### config.mk
export PLATFORM = sky130hd
export DESIGN_NAME = tempo_to_timer_prescale_top
export DESIGN_NICKNAME = d
export VERILOG_FILES = /design/src/sv/ttp_pkg.sv /design/src/sv/ttp_cell.sv /design/src/sv/ttp_div.sv /design/src/sv/tempo_to_timer_prescale_top.sv
export SDC_FILE = /design/constraint.sdc
export NUM_CORES = 1
export LEC_CHECK = 0
export BUFFER_PORTS_ARGS = -buffer_cell sky130_fd_sc_hd__buf_2
export CORE_MARGIN = 2
export CORE_UTILIZATION = 30
export CTS_CLUSTER_DIAMETER = 120
export DETAILED_ROUTE_END_ITERATION = 8
export SLEW_MARGIN = 15
export SYNTH_ARGS = -nofsm -noshare
export SYNTH_HDL_FRONTEND = slang
export SYNTH_SLANG_ARGS = --single-unit
### constraint.sdc
create_clock -name clk -period 7 [get_ports clk]
set_input_delay 1.05 -clock clk [delete_from_list [all_inputs] [get_ports clk]]
set_output_delay 1.05 -clock clk [all_outputs]
set_load 0.01 [all_outputs]
### src/sv/ttp_pkg.sv
package ttp_pkg;

	localparam int CNT_W  = 16;
	localparam int NUM_W  = 32;
	localparam int REM_W  = CNT_W + 1;
	localparam int STEP_W = 6;
	localparam int SH_W   = 4;
	localparam int ADJ_W  = CNT_W + 10;

	localparam logic [0:0] REG_NUMERATOR = 1'b0;
	localparam logic [0:0] REG_TICKS     = 1'b1;

	localparam logic [NUM_W-1:0] NUMERATOR_RST = 32'd1440000000;
	localparam logic [7:0]       TICKS_RST     = 8'd24;

	typedef struct packed {
		logic [15:0] bpm;
		logic        timer_running;
		logic [3:0]  current_select;
		logic [15:0] current_count;
	} cmd_t;

	typedef struct packed {
		logic        ok;
		logic [2:0]  prescale_select;
		logic [15:0] beat_compare;
		logic [15:0] tick_compare;
		logic [15:0] count_value;
		logic        count_load;
	} rsp_t;

	typedef struct packed {
		logic              go;
		logic [NUM_W-1:0]  dividend;
		logic [CNT_W-1:0]  divisor;
		logic [STEP_W-1:0] steps;
	} div_req_t;

	typedef struct packed {
		logic             done;
		logic [NUM_W-1:0] quo;
		logic [CNT_W-1:0] rem;
	} div_rsp_t;

	typedef enum logic [2:0] {
		S_IDLE,
		S_CYC,
		S_SEL,
		S_TICK_GO,
		S_TICK,
		S_ADJ,
		S_MOD,
		S_OUT
	} state_t;

	function automatic logic [SH_W-1:0] code_shift(input logic [2:0] code);
		logic [SH_W-1:0] s;
		case (code)
			3'd1:    s = 4'd0;
			3'd2:    s = 4'd1;
			3'd3:    s = 4'd2;
			3'd4:    s = 4'd3;
			3'd5:    s = 4'd6;
			3'd6:    s = 4'd8;
			3'd7:    s = 4'd10;
			default: s = 4'd0;
		endcase
		return s;
	endfunction

endpackage

### src/sv/ttp_cell.sv
module ttp_cell (
	input  logic clk,
	input  logic clr,
	input  logic en,
	input  logic t,
	input  logic d,
	input  logic bin,
	input  logic ge,
	output logic r,
	output logic bout
);
	logic r_q;
	logic diff;

	assign diff = t ^ d ^ bin;
	assign bout = (~t & d) | (~t & bin) | (d & bin);
	assign r    = r_q;

	always_ff @(posedge clk) begin
		if (clr) begin
			r_q <= 1'b0;
		end else if (en) begin
			r_q <= ge ? diff : t;
		end
	end
endmodule

### src/sv/ttp_div.sv
module ttp_div (
	input  logic               clk,
	input  logic               arst_n,
	input  ttp_pkg::div_req_t  req,
	output ttp_pkg::div_rsp_t  rsp
);
	import ttp_pkg::*;

	logic [NUM_W-1:0]  q_q;
	logic [STEP_W-1:0] cnt_q;
	logic              done_q;
	logic              step;
	logic              ge;
	logic [REM_W-1:0]  r;
	logic [REM_W-1:0]  t;
	logic [REM_W-1:0]  d;
	logic [REM_W:0]    b;

	assign step = (cnt_q != '0);
	assign b[0] = 1'b0;
	assign ge   = ~b[REM_W];
	assign t    = {r[REM_W-2:0], q_q[NUM_W-1]};
	assign d    = {1'b0, req.divisor};

	for (genvar k = 0; k < REM_W; k++) begin : g_cell
		ttp_cell u_cell (
			.clk  (clk),
			.clr  (req.go),
			.en   (step),
			.t    (t[k]),
			.d    (d[k]),
			.bin  (b[k]),
			.ge   (ge),
			.r    (r[k]),
			.bout (b[k+1])
		);
	end

	always_ff @(posedge clk or negedge arst_n) begin
		if (!arst_n) begin
			cnt_q  <= '0;
			done_q <= 1'b0;
		end else begin
			done_q <= step && (cnt_q == STEP_W'(1));
			if (req.go) begin
				cnt_q <= req.steps;
			end else if (step) begin
				cnt_q <= cnt_q - STEP_W'(1);
			end
		end
	end

	always_ff @(posedge clk) begin
		if (req.go) begin
			q_q <= req.dividend << (STEP_W'(NUM_W) - req.steps);
		end else if (step) begin
			q_q <= {q_q[NUM_W-2:0], ge};
		end
	end

	assign rsp.done = done_q;
	assign rsp.quo  = q_q;
	assign rsp.rem  = r[CNT_W-1:0];
endmodule

### src/sv/tempo_to_timer_prescale_top.sv
// tempo to timer prescale
// start with busy low takes one command beat: tempo, timer running flag,
// current prescaler select and current count. busy stays high until the
// result beat, which sits on rsp for exactly one cycle with done high.
// the receiver cannot stall, so the beat must be taken in that cycle.
// a zero tempo goes straight to the result beat; when no prescaler fits,
// the result follows the first division, otherwise the second, or the
// third when the count has to be reduced into range. one command is worked
// on at a time; the next one can be taken once busy is low again.
// the work is done by the bit-serial divider, a row of seventeen remainder
// cells that retires one quotient bit per cycle and runs up to three times
// in turn: numerator by tempo (32 steps), compare by ticks per beat
// (16 steps) and the count remainder (26 steps).
// wr_en writes cycles_numerator (index 0) or ticks_per_beat (index 1)
// at once; write only while busy is low.
// reset returns the registers to 1440000000 and 24 and the control to idle.
module tempo_to_timer_prescale_top (
	input  logic          clk,
	input  logic          arst_n,
	input  logic          start,
	output logic          busy,
	input  ttp_pkg::cmd_t cmd,
	output logic          done,
	output ttp_pkg::rsp_t rsp,
	input  logic          wr_en,
	input  logic [0:0]    wr_idx,
	input  logic [31:0]   wr_data
);
	import ttp_pkg::*;

	state_t            state_q, state_d;
	logic [NUM_W-1:0]  num_q;
	logic [7:0]        tpb_q;
	cmd_t              cmd_q;
	logic [NUM_W-1:0]  cyc_q;
	logic              ok_q;
	logic [2:0]        sel_q;
	logic [CNT_W-1:0]  cmp_q;
	logic [CNT_W-1:0]  tick_q;
	logic [CNT_W-1:0]  adj_q;
	logic              load_q;
	div_req_t          req;
	div_rsp_t          drsp;
	logic              found;
	logic [2:0]        sel_c;
	logic [CNT_W-1:0]  cmp_c;
	logic [ADJ_W-1:0]  adj_c;
	logic              load_c;

	ttp_div u_div (
		.clk    (clk),
		.arst_n (arst_n),
		.req    (req),
		.rsp    (drsp)
	);

	always_comb begin
		found = 1'b0;
		sel_c = 3'd7;
		for (int c = 7; c >= 1; c--) begin
			if ((cyc_q >> code_shift(3'(c))) <= NUM_W'(16'hFFFF)) begin
				found = 1'b1;
				sel_c = 3'(c);
			end
		end
		cmp_c = CNT_W'(cyc_q >> code_shift(sel_c));
	end

	assign load_c = cmd_q.timer_running && (cmd_q.current_select != 4'd0)
		&& (cmd_q.current_select[3] == 1'b0)
		&& (cmd_q.current_select[2:0] != sel_q);
	assign adj_c = (ADJ_W'(cmd_q.current_count) << code_shift(sel_q))
		>> code_shift(cmd_q.current_select[2:0]);

	always_ff @(posedge clk or negedge arst_n) begin
		if (!arst_n) begin
			state_q <= S_IDLE;
			num_q   <= NUMERATOR_RST;
			tpb_q   <= TICKS_RST;
		end else begin
			state_q <= state_d;
			if (wr_en) begin
				unique case (wr_idx)
					REG_NUMERATOR: num_q <= wr_data;
					REG_TICKS:     tpb_q <= wr_data[7:0];
					default:       ;
				endcase
			end
		end
	end

	always_ff @(posedge clk) begin
		unique case (state_q)
			S_IDLE: begin
				cmd_q  <= cmd;
				ok_q   <= 1'b0;
				load_q <= 1'b0;
			end
			S_CYC: begin
				if (drsp.done) begin
					cyc_q <= drsp.quo;
				end
			end
			S_SEL: begin
				ok_q  <= found;
				sel_q <= sel_c;
				cmp_q <= cmp_c;
			end
			S_TICK: begin
				if (drsp.done) begin
					tick_q <= drsp.quo[CNT_W-1:0];
				end
			end
			S_ADJ: begin
				load_q <= load_c;
				if (adj_c > ADJ_W'(cmp_q)) begin
					adj_q <= '0;
				end else begin
					adj_q <= adj_c[CNT_W-1:0];
				end
			end
			S_MOD: begin
				if (drsp.done) begin
					adj_q <= drsp.rem + CNT_W'(1);
				end
			end
			default: ;
		endcase
	end

	always_comb begin
		state_d      = state_q;
		req.go       = 1'b0;
		req.dividend = num_q;
		req.divisor  = cmd_q.bpm;
		req.steps    = STEP_W'(NUM_W);
		unique case (state_q)
			S_IDLE: begin
				if (start) begin
					if (cmd.bpm == '0) begin
						state_d = S_OUT;
					end else begin
						req.go  = 1'b1;
						state_d = S_CYC;
					end
				end
			end
			S_CYC: begin
				if (drsp.done) begin
					state_d = S_SEL;
				end
			end
			S_SEL: begin
				state_d = found ? S_TICK_GO : S_OUT;
			end
			S_TICK_GO: begin
				req.go       = 1'b1;
				req.dividend = NUM_W'(cmp_q);
				req.divisor  = (tpb_q == 8'd0) ? CNT_W'(1) : CNT_W'(tpb_q);
				req.steps    = STEP_W'(CNT_W);
				state_d      = S_TICK;
			end
			S_TICK: begin
				req.divisor = (tpb_q == 8'd0) ? CNT_W'(1) : CNT_W'(tpb_q);
				if (drsp.done) begin
					state_d = S_ADJ;
				end
			end
			S_ADJ: begin
				req.dividend = NUM_W'(adj_c - ADJ_W'(1));
				req.divisor  = cmp_q;
				req.steps    = STEP_W'(ADJ_W);
				if (load_c && (adj_c > ADJ_W'(cmp_q)) && (cmp_q != '0)) begin
					req.go  = 1'b1;
					state_d = S_MOD;
				end else begin
					state_d = S_OUT;
				end
			end
			S_MOD: begin
				req.divisor = cmp_q;
				if (drsp.done) begin
					state_d = S_OUT;
				end
			end
			S_OUT: begin
				state_d = S_IDLE;
			end
			default: state_d = S_IDLE;
		endcase
	end

	assign busy = (state_q != S_IDLE);
	assign done = (state_q == S_OUT);

	always_comb begin
		rsp.ok              = ok_q;
		rsp.prescale_select = ok_q ? sel_q : 3'd0;
		rsp.beat_compare    = ok_q ? cmp_q : '0;
		rsp.tick_compare    = ok_q ? tick_q : '0;
		rsp.count_load      = ok_q && load_q;
		rsp.count_value     = (ok_q && load_q) ? adj_q : '0;
	end
endmodule
# Word level (Yosys, flattened, before mapping)
# Index checks and enable logic that the tools add are counted.
[word_totals]
ff_bits = 220
output_inout_bits = 55
inputBits = 74
[op_classes]
magnitude_cmp = 8
reduce_logical = 26
n_bitwise = 128
shifts = 4
addsub = 4
muxes = 61
n_eq_ne = 31
[ops]
columns = ["cell", "count"]
rows = [
  ["two-way mux 16 bit", 5],
  ["one-hot mux 4 bit (6 select lines)", 3],
  ["two-way mux 32 bit", 2],
  ["one-hot mux 16 bit (2 select lines)", 2],
  ["one-hot mux 32 bit (2 select lines)", 1],
  ["equality test 3 bit, second input constant", 16],
  ["AND 1 bit", 47],
  ["<= comparator 32 x 16 -> 1 bit, second input constant", 1],
  ["<< shifter 32 x 6 -> 32 bit", 1],
  [">> shifter 32 x 4 -> 16 bit", 1],
  ["<= comparator 31 x 16 -> 1 bit, second input constant", 1],
  ["bitwise XOR 1 bit", 31],
  ["<= comparator 30 x 16 -> 1 bit, second input constant", 1],
  ["two-way mux 3 bit", 10],
  ["OR 1 bit", 30],
  ["<= comparator 29 x 16 -> 1 bit, second input constant", 1],
  ["two-way mux 1 bit", 28],
  ["subtractor 26 x 1 -> 27 bit, second input constant", 1],
  ["> comparator 26 x 16 -> 1 bit", 1],
  ["<= comparator 26 x 16 -> 1 bit, second input constant", 1],
  ["<< shifter 16 x 4 -> 26 bit", 1],
  [">> shifter 26 x 4 -> 26 bit", 1],
  ["equality test 3 x 2 -> 1 bit, second input constant", 8],
  ["<= comparator 24 x 16 -> 1 bit, second input constant", 1],
  ["other kinds (29)", 67],
]

# Depth between registers and ports, before layout
# Gate-level depths: netlist of run 1.
[logic_depth]
depth_word = 53
ltp_mapped = 31

# By module
# From an unflattened synthesis of run 1, not the netlist that was laid out.
[unflattened]
cells_unflattened = 1792
area_unflattened_um2 = 17210.3
[modules_own_cells]
columns = ["module", "area_per_inst_um2", "cells_per_inst", "seq_area_each_um2", "instances"]
rows = [
  ["tempo_to_timer_prescale_top", 12185.4, 1304, 4755.8, 1],
  ["ttp_div", 3748.6, 352, 1136.1, 1],
  ["ttp_cell", 75.1, 8, 20.0, 17],
]

# Least setup slack after synthesis of run 1
# Ideal clock, no wire load.
[synth_path]
path_type = "register to register"
start = "register state_q[0]"
end = "register u_div.g_cell[0].u_cell.r_q"
synth_period_minus_slack_ns = 6.906
t_required_ns = 6.872
setup_slack_ns = 0.094
t_arrival_ns = 6.778
setup_ns = 0.128
path_stages_with_launch = 32
path_cell_list = "dfrtp_1 > clkbuf_1 > nand2_1 > clkbuf_1 > clkbuf_1 > nor2_1 > a21oi_1 > o21ai_0 > ha_1 > inv_1 > fa_1 > fa_1 > fa_1 > fa_1 > fa_1 > fa_1 > fa_1 > inv_1 > fa_1 > fa_1 > fa_1 > fa_1 > fa_1 > fa_1 > fa_1 > fa_1 > nand2b_1 > clkbuf_1 > clkbuf_1 > a211oi_1 > a21oi_1 > nor2_1"
[synth_between]
elab_chain_cells = 51
word_cells_on_any_way = 88
classes_between = "4 x eq/ne; 3 x mux; 78 x bitwise; 3 x reduce/logical"
[synth_lines]
columns = ["element", "line_no", "source"]
rows = [
  ["from (decl)", "tempo_to_timer_prescale_top.sv:31", "state_t state_q, state_d;"],
  ["from (signal assigned)", "tempo_to_timer_prescale_top.sv:81", "state_q <= state_d;"],
  ["equality test 3 bit / equality test 3 x 2 -> 1 bit (equally long branches)", "tempo_to_timer_prescale_top.sv:137", "unique case (state_q)"],
  ["OR reduction 2 bit (no line)", "-", ""],
  ["one-hot mux 16 bit (2 select lines)", "tempo_to_timer_prescale_top.sv:137", ""],
  ["AND 1 bit (2 in series)", "ttp_cell.sv:16", "assign bout = (~t & d) | (~t & bin) | (d & bin);"],
  ["OR 1 bit (2 in series)", "ttp_cell.sv:16", ""],
  ["AND 1 bit", "ttp_cell.sv:16", ""],
  ["OR 1 bit (2 in series)", "ttp_cell.sv:16", ""],
  ["AND 1 bit", "ttp_cell.sv:16", ""],
  ["(+29 left out)", "-", ""],
  ["AND 1 bit", "ttp_cell.sv:16", ""],
  ["OR 1 bit (2 in series)", "ttp_cell.sv:16", ""],
  ["AND 1 bit", "ttp_cell.sv:16", ""],
  ["OR 1 bit (2 in series)", "ttp_cell.sv:16", ""],
  ["AND 1 bit", "ttp_cell.sv:16", ""],
  ["OR 1 bit (2 in series)", "ttp_cell.sv:16", ""],
  ["AND 1 bit", "ttp_cell.sv:16", ""],
  ["two-way mux 1 bit", "ttp_cell.sv:23", "r_q <= ge ? diff : t;"],
  ["to (signal assigned)", "ttp_cell.sv:23", ""],
  ["to (decl)", "ttp_cell.sv:12", "logic r_q;"],
]
# Parallel ways exist; a longest one is shown, timed or not.
# A chain may end at the register's enable or synchronous reset.

# Final worst setup path of run 1
[layout_path]
start = "register state_q[1]"
end = "register u_div.g_cell[0].u_cell.r_q"
# Same word-level chain as after synthesis.

==> flow_metrics.tcl, run 1 <==
set metrics [dict create \
    critical_path.endpoint_type "flip-flop" \
    cellLeakagePower_uw 0.00687 \
    quantity_of_i_o_buffers_inserted_on_ports 128 \
    total_via_count_after_detailed_routing 14000 \
    path_delay_family "adder cells" \
    finClkSkew_ps 12.9 \
    all_layer_global_routing_usage 0.208 \
    worst_ir_drop_vdd_mv 0.221 \
    share_of_power_burned_in_registers 0.324 \
    die_area_mm2 0.0522 \
    chipHeight_um 228 \
    max_cap_violations 0 \
    io_pins 129 \
    post_cts_resized 1 \
    cts_sink_count 220 \
    maxClockFrequency_ghz 0.150 \
    route.antenna.remaining_nets 0 \
    cts_made_buffers 25 \
    core_area_mm2 0.0500 \
    most_area_consuming_cells_after_synthesis "edfxtp_1 31%, dfrtp_1 6.1%, nand2_1 3.7%, nor2_1 3.5%, mux2_2 3.4%" \
    r2r_end "u_div.g_cell[0].u_cell.r" \
    detailedRoute.firstIterationViolations 1632 \
    tightestPinTransition_ps 1040 \
    synth.yosys.seq_area_share 0.411 \
    critical_path.most_common_cell "fa_1" \
    cts_root_buf "clkbuf_16" \
    timing.critical_path.fanout_max 19 \
    grt_antenna_before_repair 0 \
    post_synth_num_cell_types 109 \
    final_core_util 0.351 \
    post-cts-setup-buffer-count 0 \
    grt_pass1_vias 13400 \
    finalSetupTns_ps 0 \
    period_needed_ps 6670 \
    critPathSlowestCell "fa_1" \
    clockPowerShare 0.194 \
    slew_headroom 0.304 \
    synth_top_area_cell "edfxtp_1" \
    drt_pass1_iterations 5 \
    synth_seq_cells 220 \
    unrepaired_setup_endpoints_after_global_routing "false" \
    total_count_of_hold_check_failures_in_the_final_report 0 \
    fillers 5082 \
    worstPathBufferInverterCount 3 \
    sw_frac_of_total 0.431 \
    critPathLaunch "state_q[1]" \
    cell_internal_pwr_uw 3950 \
    synth_edf_count 154 \
    worstSetupStartpointType "flip-flop" \
    die-width_um 228 \
    area_delta_synth_final_pct 15.9 \
    ys_async_sr_fraction 0.227 \
    cts.hold.buffers_added 0 \
    finalNetCount 1833 \
    clk_path_buf_depth 3 \
    post_synth_instance_area_mm2 0.0151 \
    drive_above_1_share 0.204 \
    slowest_delay_ps 410 \
    finalSetupViolCount 0 \
    path_clk_slew_ps 60 \
    grt_first_pass_wirelength_um 84000 \
    timing.final.crit_share 0.953 \
    syn_area_per_cell_um2 9.44 \
    cp_depth 27 \
    postRouteWirelength_um 56100 \
    synth_top_area_share 0.306 \
    worst_setup_ep "u_div.g_cell[0].u_cell.r" \
    p_sw_uw 3000 \
    tritoncts "done" \
    final_max_slew_viol_count 0 \
    clock_tree.htree_level_count 1 \
    hold_path.class "flip-flop to flip-flop" \
    post-route-drc-count 0 \
    antenna_cells 0 \
    r2r_cells 27 \
    syn-num-nets 1712 \
    grt-ovfl-total 0 \
    synthFlopType "edfxtp_1" \
    yosys_warnings 0 \
    detail_placement_hpwl_um 42600 \
    pwr-share-comb 0.482 \
    gp_routability_congestion 0.973 \
    run_status "finished clean" \
    placementRows 82 \
    power.density_mw_per_mm2 397 \
    start_util 0.303 \
    synth_cells 1602 \
    ff2ff_setup_slack_ps 330 \
    worst_endpoint_required_time_ps 7500 \
    grt_max_degree 51 \
    arrival_worst_endpoint_ps 7170 \
    clock_latency_reported_for_the_late_side_of_the_worst_skew_pair_ps 570 \
    routed_wirelength_normalized_by_instance_count_um 23.2 \
    detail_route.vias_per_cell 5.79 \
    worst_r2r_src "state_q[1]" \
    critPathKind "flip-flop to flip-flop" \
]
-- area by class of cell --
type	instances	area (µm²)	area share
multi-input combinational	1219	8190	0.468
clock buffer	35	734	0.0419
sequential	220	6210	0.355
tap	672	841	0.0480
timing repair buffer	206	1240	0.0709
inverter	51	191	0.0109
clock inverter	11	104	0.00593
-- power groups by stage --
stage | clock network (µW) | logic, µW | registers [µW]
after global routing | 1420 | 3700 | 2280
after global placement | 0 | 3240 | 2260
after floorplan | 0 | 2320 | 2060
final | 1350 | 3350 | 2250
after CTS | 1370 | 3300 | 2240
after detailed placement | 0 | 3270 | 2270
-- cells in the mapped netlist (28+ instances only) --
cell,number
nor2_1,139
nand3_1,45
mux2i_1,45
a211oi_1,30
clkbuf_1,70
and2_1,47
and3_1,36
dfrtp_1,37
o22ai_1,31
o211ai_1,28
nor3_1,43
a21oi_1,98
o21ai_0,77
inv_1,51
mux2_2,45
edfxtp_1,154
nand2_1,148
-- stage by stage --
stage / hold WS, ps / std cells / cell area, µm² / power (µW) / setup slack, ps
2_1_floorplan: 426 / 1602 / 15100 / 4380 / 94.1
3_3_place_gp: 442 / 2368 / 16700 / 5500 / 160
3_5_place_dp: 449 / 2368 / 16700 / 5540 / 6.72
4_1_cts: 460 / 2414 / 17500 / 6910 / 273
5_1_grt: 471 / 2414 / 17500 / 7400 / 20.4
6_report: 462 / 2414 / 17500 / 6950 / 332
-- kinds of logic (layout without fill, tap and decap cells) --
group                    Yosys count  count (layout)  share of synthesized area
XOR/XNOR                          30              30                     0.0184
AND/OR/NAND/NOR                  605             605                      0.207
adder cells (fa/ha/maj)           36              36                     0.0372
AO/OA/AOI/OAI                    453             453                      0.208
buffers and inverters            163             303                     0.0501
multiplexers                      95              95                     0.0685
flip-flops                       220             220                      0.411
-- flip-flops by register name, indices dropped and copies added (netlist names) --
register and cells:
u_div.q_q 32, sel_q 3, u_div.cnt_q 6, cyc_q 32, ok_q 1, tpb_q 8, cmp_q 16, u_div.g_cell.u_cell.r 16
tick_q 16, num_q 32, load_q 1, state_q 3, cmd_q 37, u_div.done_q 1, adj_q 16
-- worst min path at each step --
stage,cells after the start,from,to
6_report,0,u_div.q_q[25],cyc_q[25]
5_1_grt,0,u_div.q_q[24],cyc_q[24]
4_1_cts,0,u_div.q_q[25],cyc_q[25]
3_5_place_dp,0,u_div.q_q[29],cyc_q[29]
3_3_place_gp,0,u_div.q_q[25],cyc_q[25]
2_1_floorplan,0,u_div.q_q[30],cyc_q[30]
-- layout by cell type, fill, tap and decap left out, types with 30 or more instances in the layout --
master / Yosys / routed
inv_1: 51 / 51
buf_2: 15 / 128
dfrtp_1: 37 / 37
nand2_1: 148 / 147
a21oi_1: 98 / 98
mux2i_1: 45 / 45
and2_1: 47 / 47
buf_4: 7 / 76
and3_1: 36 / 36
edfxtp_1: 154 / 154
a211oi_1: 30 / 30
nand3_1: 45 / 45
nor3_1: 43 / 41
nor2_1: 139 / 138
o22ai_1: 31 / 31
o21ai_0: 77 / 77
mux2_2: 45 / 45
-- routing by layer --
metal  vias up  share of wire  wire, µm  global-route usage
li1       6297              -         -                   -
met1      6909           0.43     23900               0.281
met2       651           0.46     25700               0.332
met3       126          0.076      4280              0.0342
met4         0          0.040      2260              0.0839
met5         -              0         0                   0
(Power assumes the default switching activity.)
==> inputs of run 2 (changes only) <==
--- a/config.mk
+++ b/config.mk
@@ -5,7 +5,7 @@
 export SDC_FILE = /design/constraint.sdc
 export NUM_CORES = 1
 export LEC_CHECK = 0
-export BUFFER_PORTS_ARGS = -buffer_cell sky130_fd_sc_hd__buf_2
+export BUFFER_PORTS_ARGS = -buffer_cell sky130_fd_sc_hd__buf_4
 export CORE_MARGIN = 2
 export CORE_UTILIZATION = 30
 export CTS_CLUSTER_DIAMETER = 120
==> run 2 against run 1 <==
Effect of this change: clock skew fell by 3.8 ps; maximum frequency is essentially flat; via count fell by 0.24%; sequential share of layout area is 0.69 points lower; final cell count fell by 0.12%; combinational power grew 3%; critical endpoint is now u_div.g_cell[12].u_cell.r; largest cell class unchanged; largest power group unchanged.
==> flow_metrics.tcl, run 2 (synthesis gave the netlist of run 1 again) <==
set metrics [dict create \
    critical_path.endpoint_type "flip-flop" \
    area_delta_synth_final_pct 18.1 \
    chipHeight_um 228 \
    timing.critical_path.fanout_max 14 \
    detail_placement_hpwl_um 42500 \
    tightestPinTransition_ps 1030 \
    reg_with_most_ffs "cmd_q" \
    post-route-drc-count 0 \
    critPathKind "flip-flop to flip-flop" \
    clock_tree.htree_level_count 1 \
    arrival_worst_endpoint_ps 7100 \
    drt_pass1_iterations 6 \
    final_max_slew_viol_count 0 \
    finalSetupViolCount 0 \
    min_path_cells 0 \
    fillers 5052 \
    detailedRoute.firstIterationViolations 1534 \
    worst_endpoint_required_time_ps 7430 \
    path_clk_slew_ps 60 \
    all_layer_global_routing_usage 0.208 \
    clk_path_buf_depth 3 \
    fin_worst_hold_slack_ps 451 \
    clock_latency_reported_for_the_late_side_of_the_worst_skew_pair_ps 560 \
    grt_pass1_vias 13500 \
    worstSetupStartpointType "flip-flop" \
    cts_root_buf "clkbuf_16" \
    r2r_cells 27 \
    grt_first_pass_wirelength_um 84300 \
    antenna_cells 0 \
    period_needed_ps 6670 \
    cts.hold.buffers_added 0 \
    largest_register_ffs 37 \
    die-width_um 228 \
    final_core_util 0.357 \
    unrepaired_setup_endpoints_after_global_routing "false" \
    slew_headroom 0.297 \
    postRouteWirelength_um 56000 \
    hold_path.class "flip-flop to flip-flop" \
    total_count_of_hold_check_failures_in_the_final_report 0 \
    cellLeakagePower_uw 0.00695 \
    drive_above_1_share 0.204 \
    io_pins 129 \
    routed_wirelength_normalized_by_instance_count_um 23.2 \
    quantity_of_i_o_buffers_inserted_on_ports 128 \
    core_area_mm2 0.0500 \
    worst_ir_drop_vdd_mv 0.331 \
    placementRows 82 \
    die_area_mm2 0.0522 \
    cts_made_buffers 26 \
    layout_commonest_cell "buf_4" \
    maxClockFrequency_ghz 0.150 \
    power.density_mw_per_mm2 397 \
    max_cap_violations 0 \
    timing.final.crit_share 0.953 \
    run_status "finished clean" \
    grt-ovfl-total 0 \
    finalNetCount 1829 \
    finClkSkew_ps 9.07 \
    gp_routability_congestion 0.950 \
    detail_route.vias_per_cell 5.79 \
    dpl_cell_area_mm2 0.0169 \
    tritoncts "done" \
    total_via_count_after_detailed_routing 14000 \
    stdcell_area_mm2 0.0179 \
    route.antenna.remaining_nets 0 \
    grt_antenna_before_repair 0 \
    start_util 0.303 \
    mostFrequentLayoutCells "196 x buf_4, 154 x edfxtp_1, 147 x nand2_1, 138 x nor2_1, 98 x a21oi_1" \
    ff2ff_setup_slack_ps 330 \
    cts_sink_count 220 \
    grt_max_degree 51 \
]
-- run 2: cell count changes in the layout (fill, tap and decap cells not counted), sizes merged --
cell      delta
bufinv       +2
inv          +1
clkinv       +5
clkbuf       -4
buf          -6
clkinvlp     -1
-- run 2: power by group --
part           switching [µW]  internal [µW]  leakage [µW]  total (µW)
logic                    2080           1380       0.00435        3460
clock network             584            805      0.000427        1390
registers                 370           1880       0.00217        2250
-- run 2: what timing repair did --
item                       4_1_cts  5_1_grt
resized for setup                1        5
pin swaps                        0        2
buffers inserted                 0        3
cloned                           0        1
setup endpoints to repair       10       13
-- run 2: cell type report --
class                   count  area (µm²)  area share
repair buffers            201        1550      0.0868
flip-flops and latches    220        6210       0.348
well taps                 672         841      0.0471
inverters                  51         191      0.0107
multi-input cells        1219        8190       0.459
clock inverters            18         208      0.0116
clock buffers              30         666      0.0373
-- run 2: path summary, 6_finish.rpt --
kind,start,end
max in group asynchronous,arst_n,u_div.cnt_q[3]
worst min register to register,u_div.q_q[21],cyc_q[21]
worst max-delay path,tpb_q[4],u_div.g_cell[12].u_cell.r
min in group asynchronous,arst_n,num_q[25]
worst min-delay path,u_div.q_q[21],cyc_q[21]
worst max register to register,tpb_q[4],u_div.g_cell[12].u_cell.r
-- run 2: layer usage --
| metal | up-vias | track usage | wire length (µm) |
|---|---|---|---|
| met1 | 6911 | 0.286 | 24000 |
| met4 | 0 | 0.0711 | 1930 |
| li1 | 6277 | - | - |
| met2 | 643 | 0.337 | 26000 |
| met5 | - | 0 | 0 |
| met3 | 119 | 0.0283 | 4130 |
-- run 2: worst max-delay path: stages, from the launching register on --
cell,delay [ps]
dfstp_2,550
nor4_1,60
a21oi_1,210
a21oi_1,90
o211ai_1,90
o21ai_0,130
ha_1,210
inv_1,60
fa_1,170
fa_1,190
fa_1,200
fa_1,190
fa_1,190
fa_1,190
fa_1,170
inv_1,50
fa_1,390
fa_1,400
fa_1,390
fa_1,390
fa_1,400
fa_1,400
fa_1,400
fa_2,360
nor2b_4,140
buf_12,150
a211oi_1,280
a211oi_1,80
-- run 2: metrics by stage --
step	TNS, ps	power [µW]	instances	setup slack [ps]
global placement	0	5530	2359	169
floorplan	0	4380	1602	94.1
detailed placement	-289	5580	2359	-60.7
global route	0	7530	2411	25.9
finish	0	7090	2411	329
CTS	0	6990	2407	222
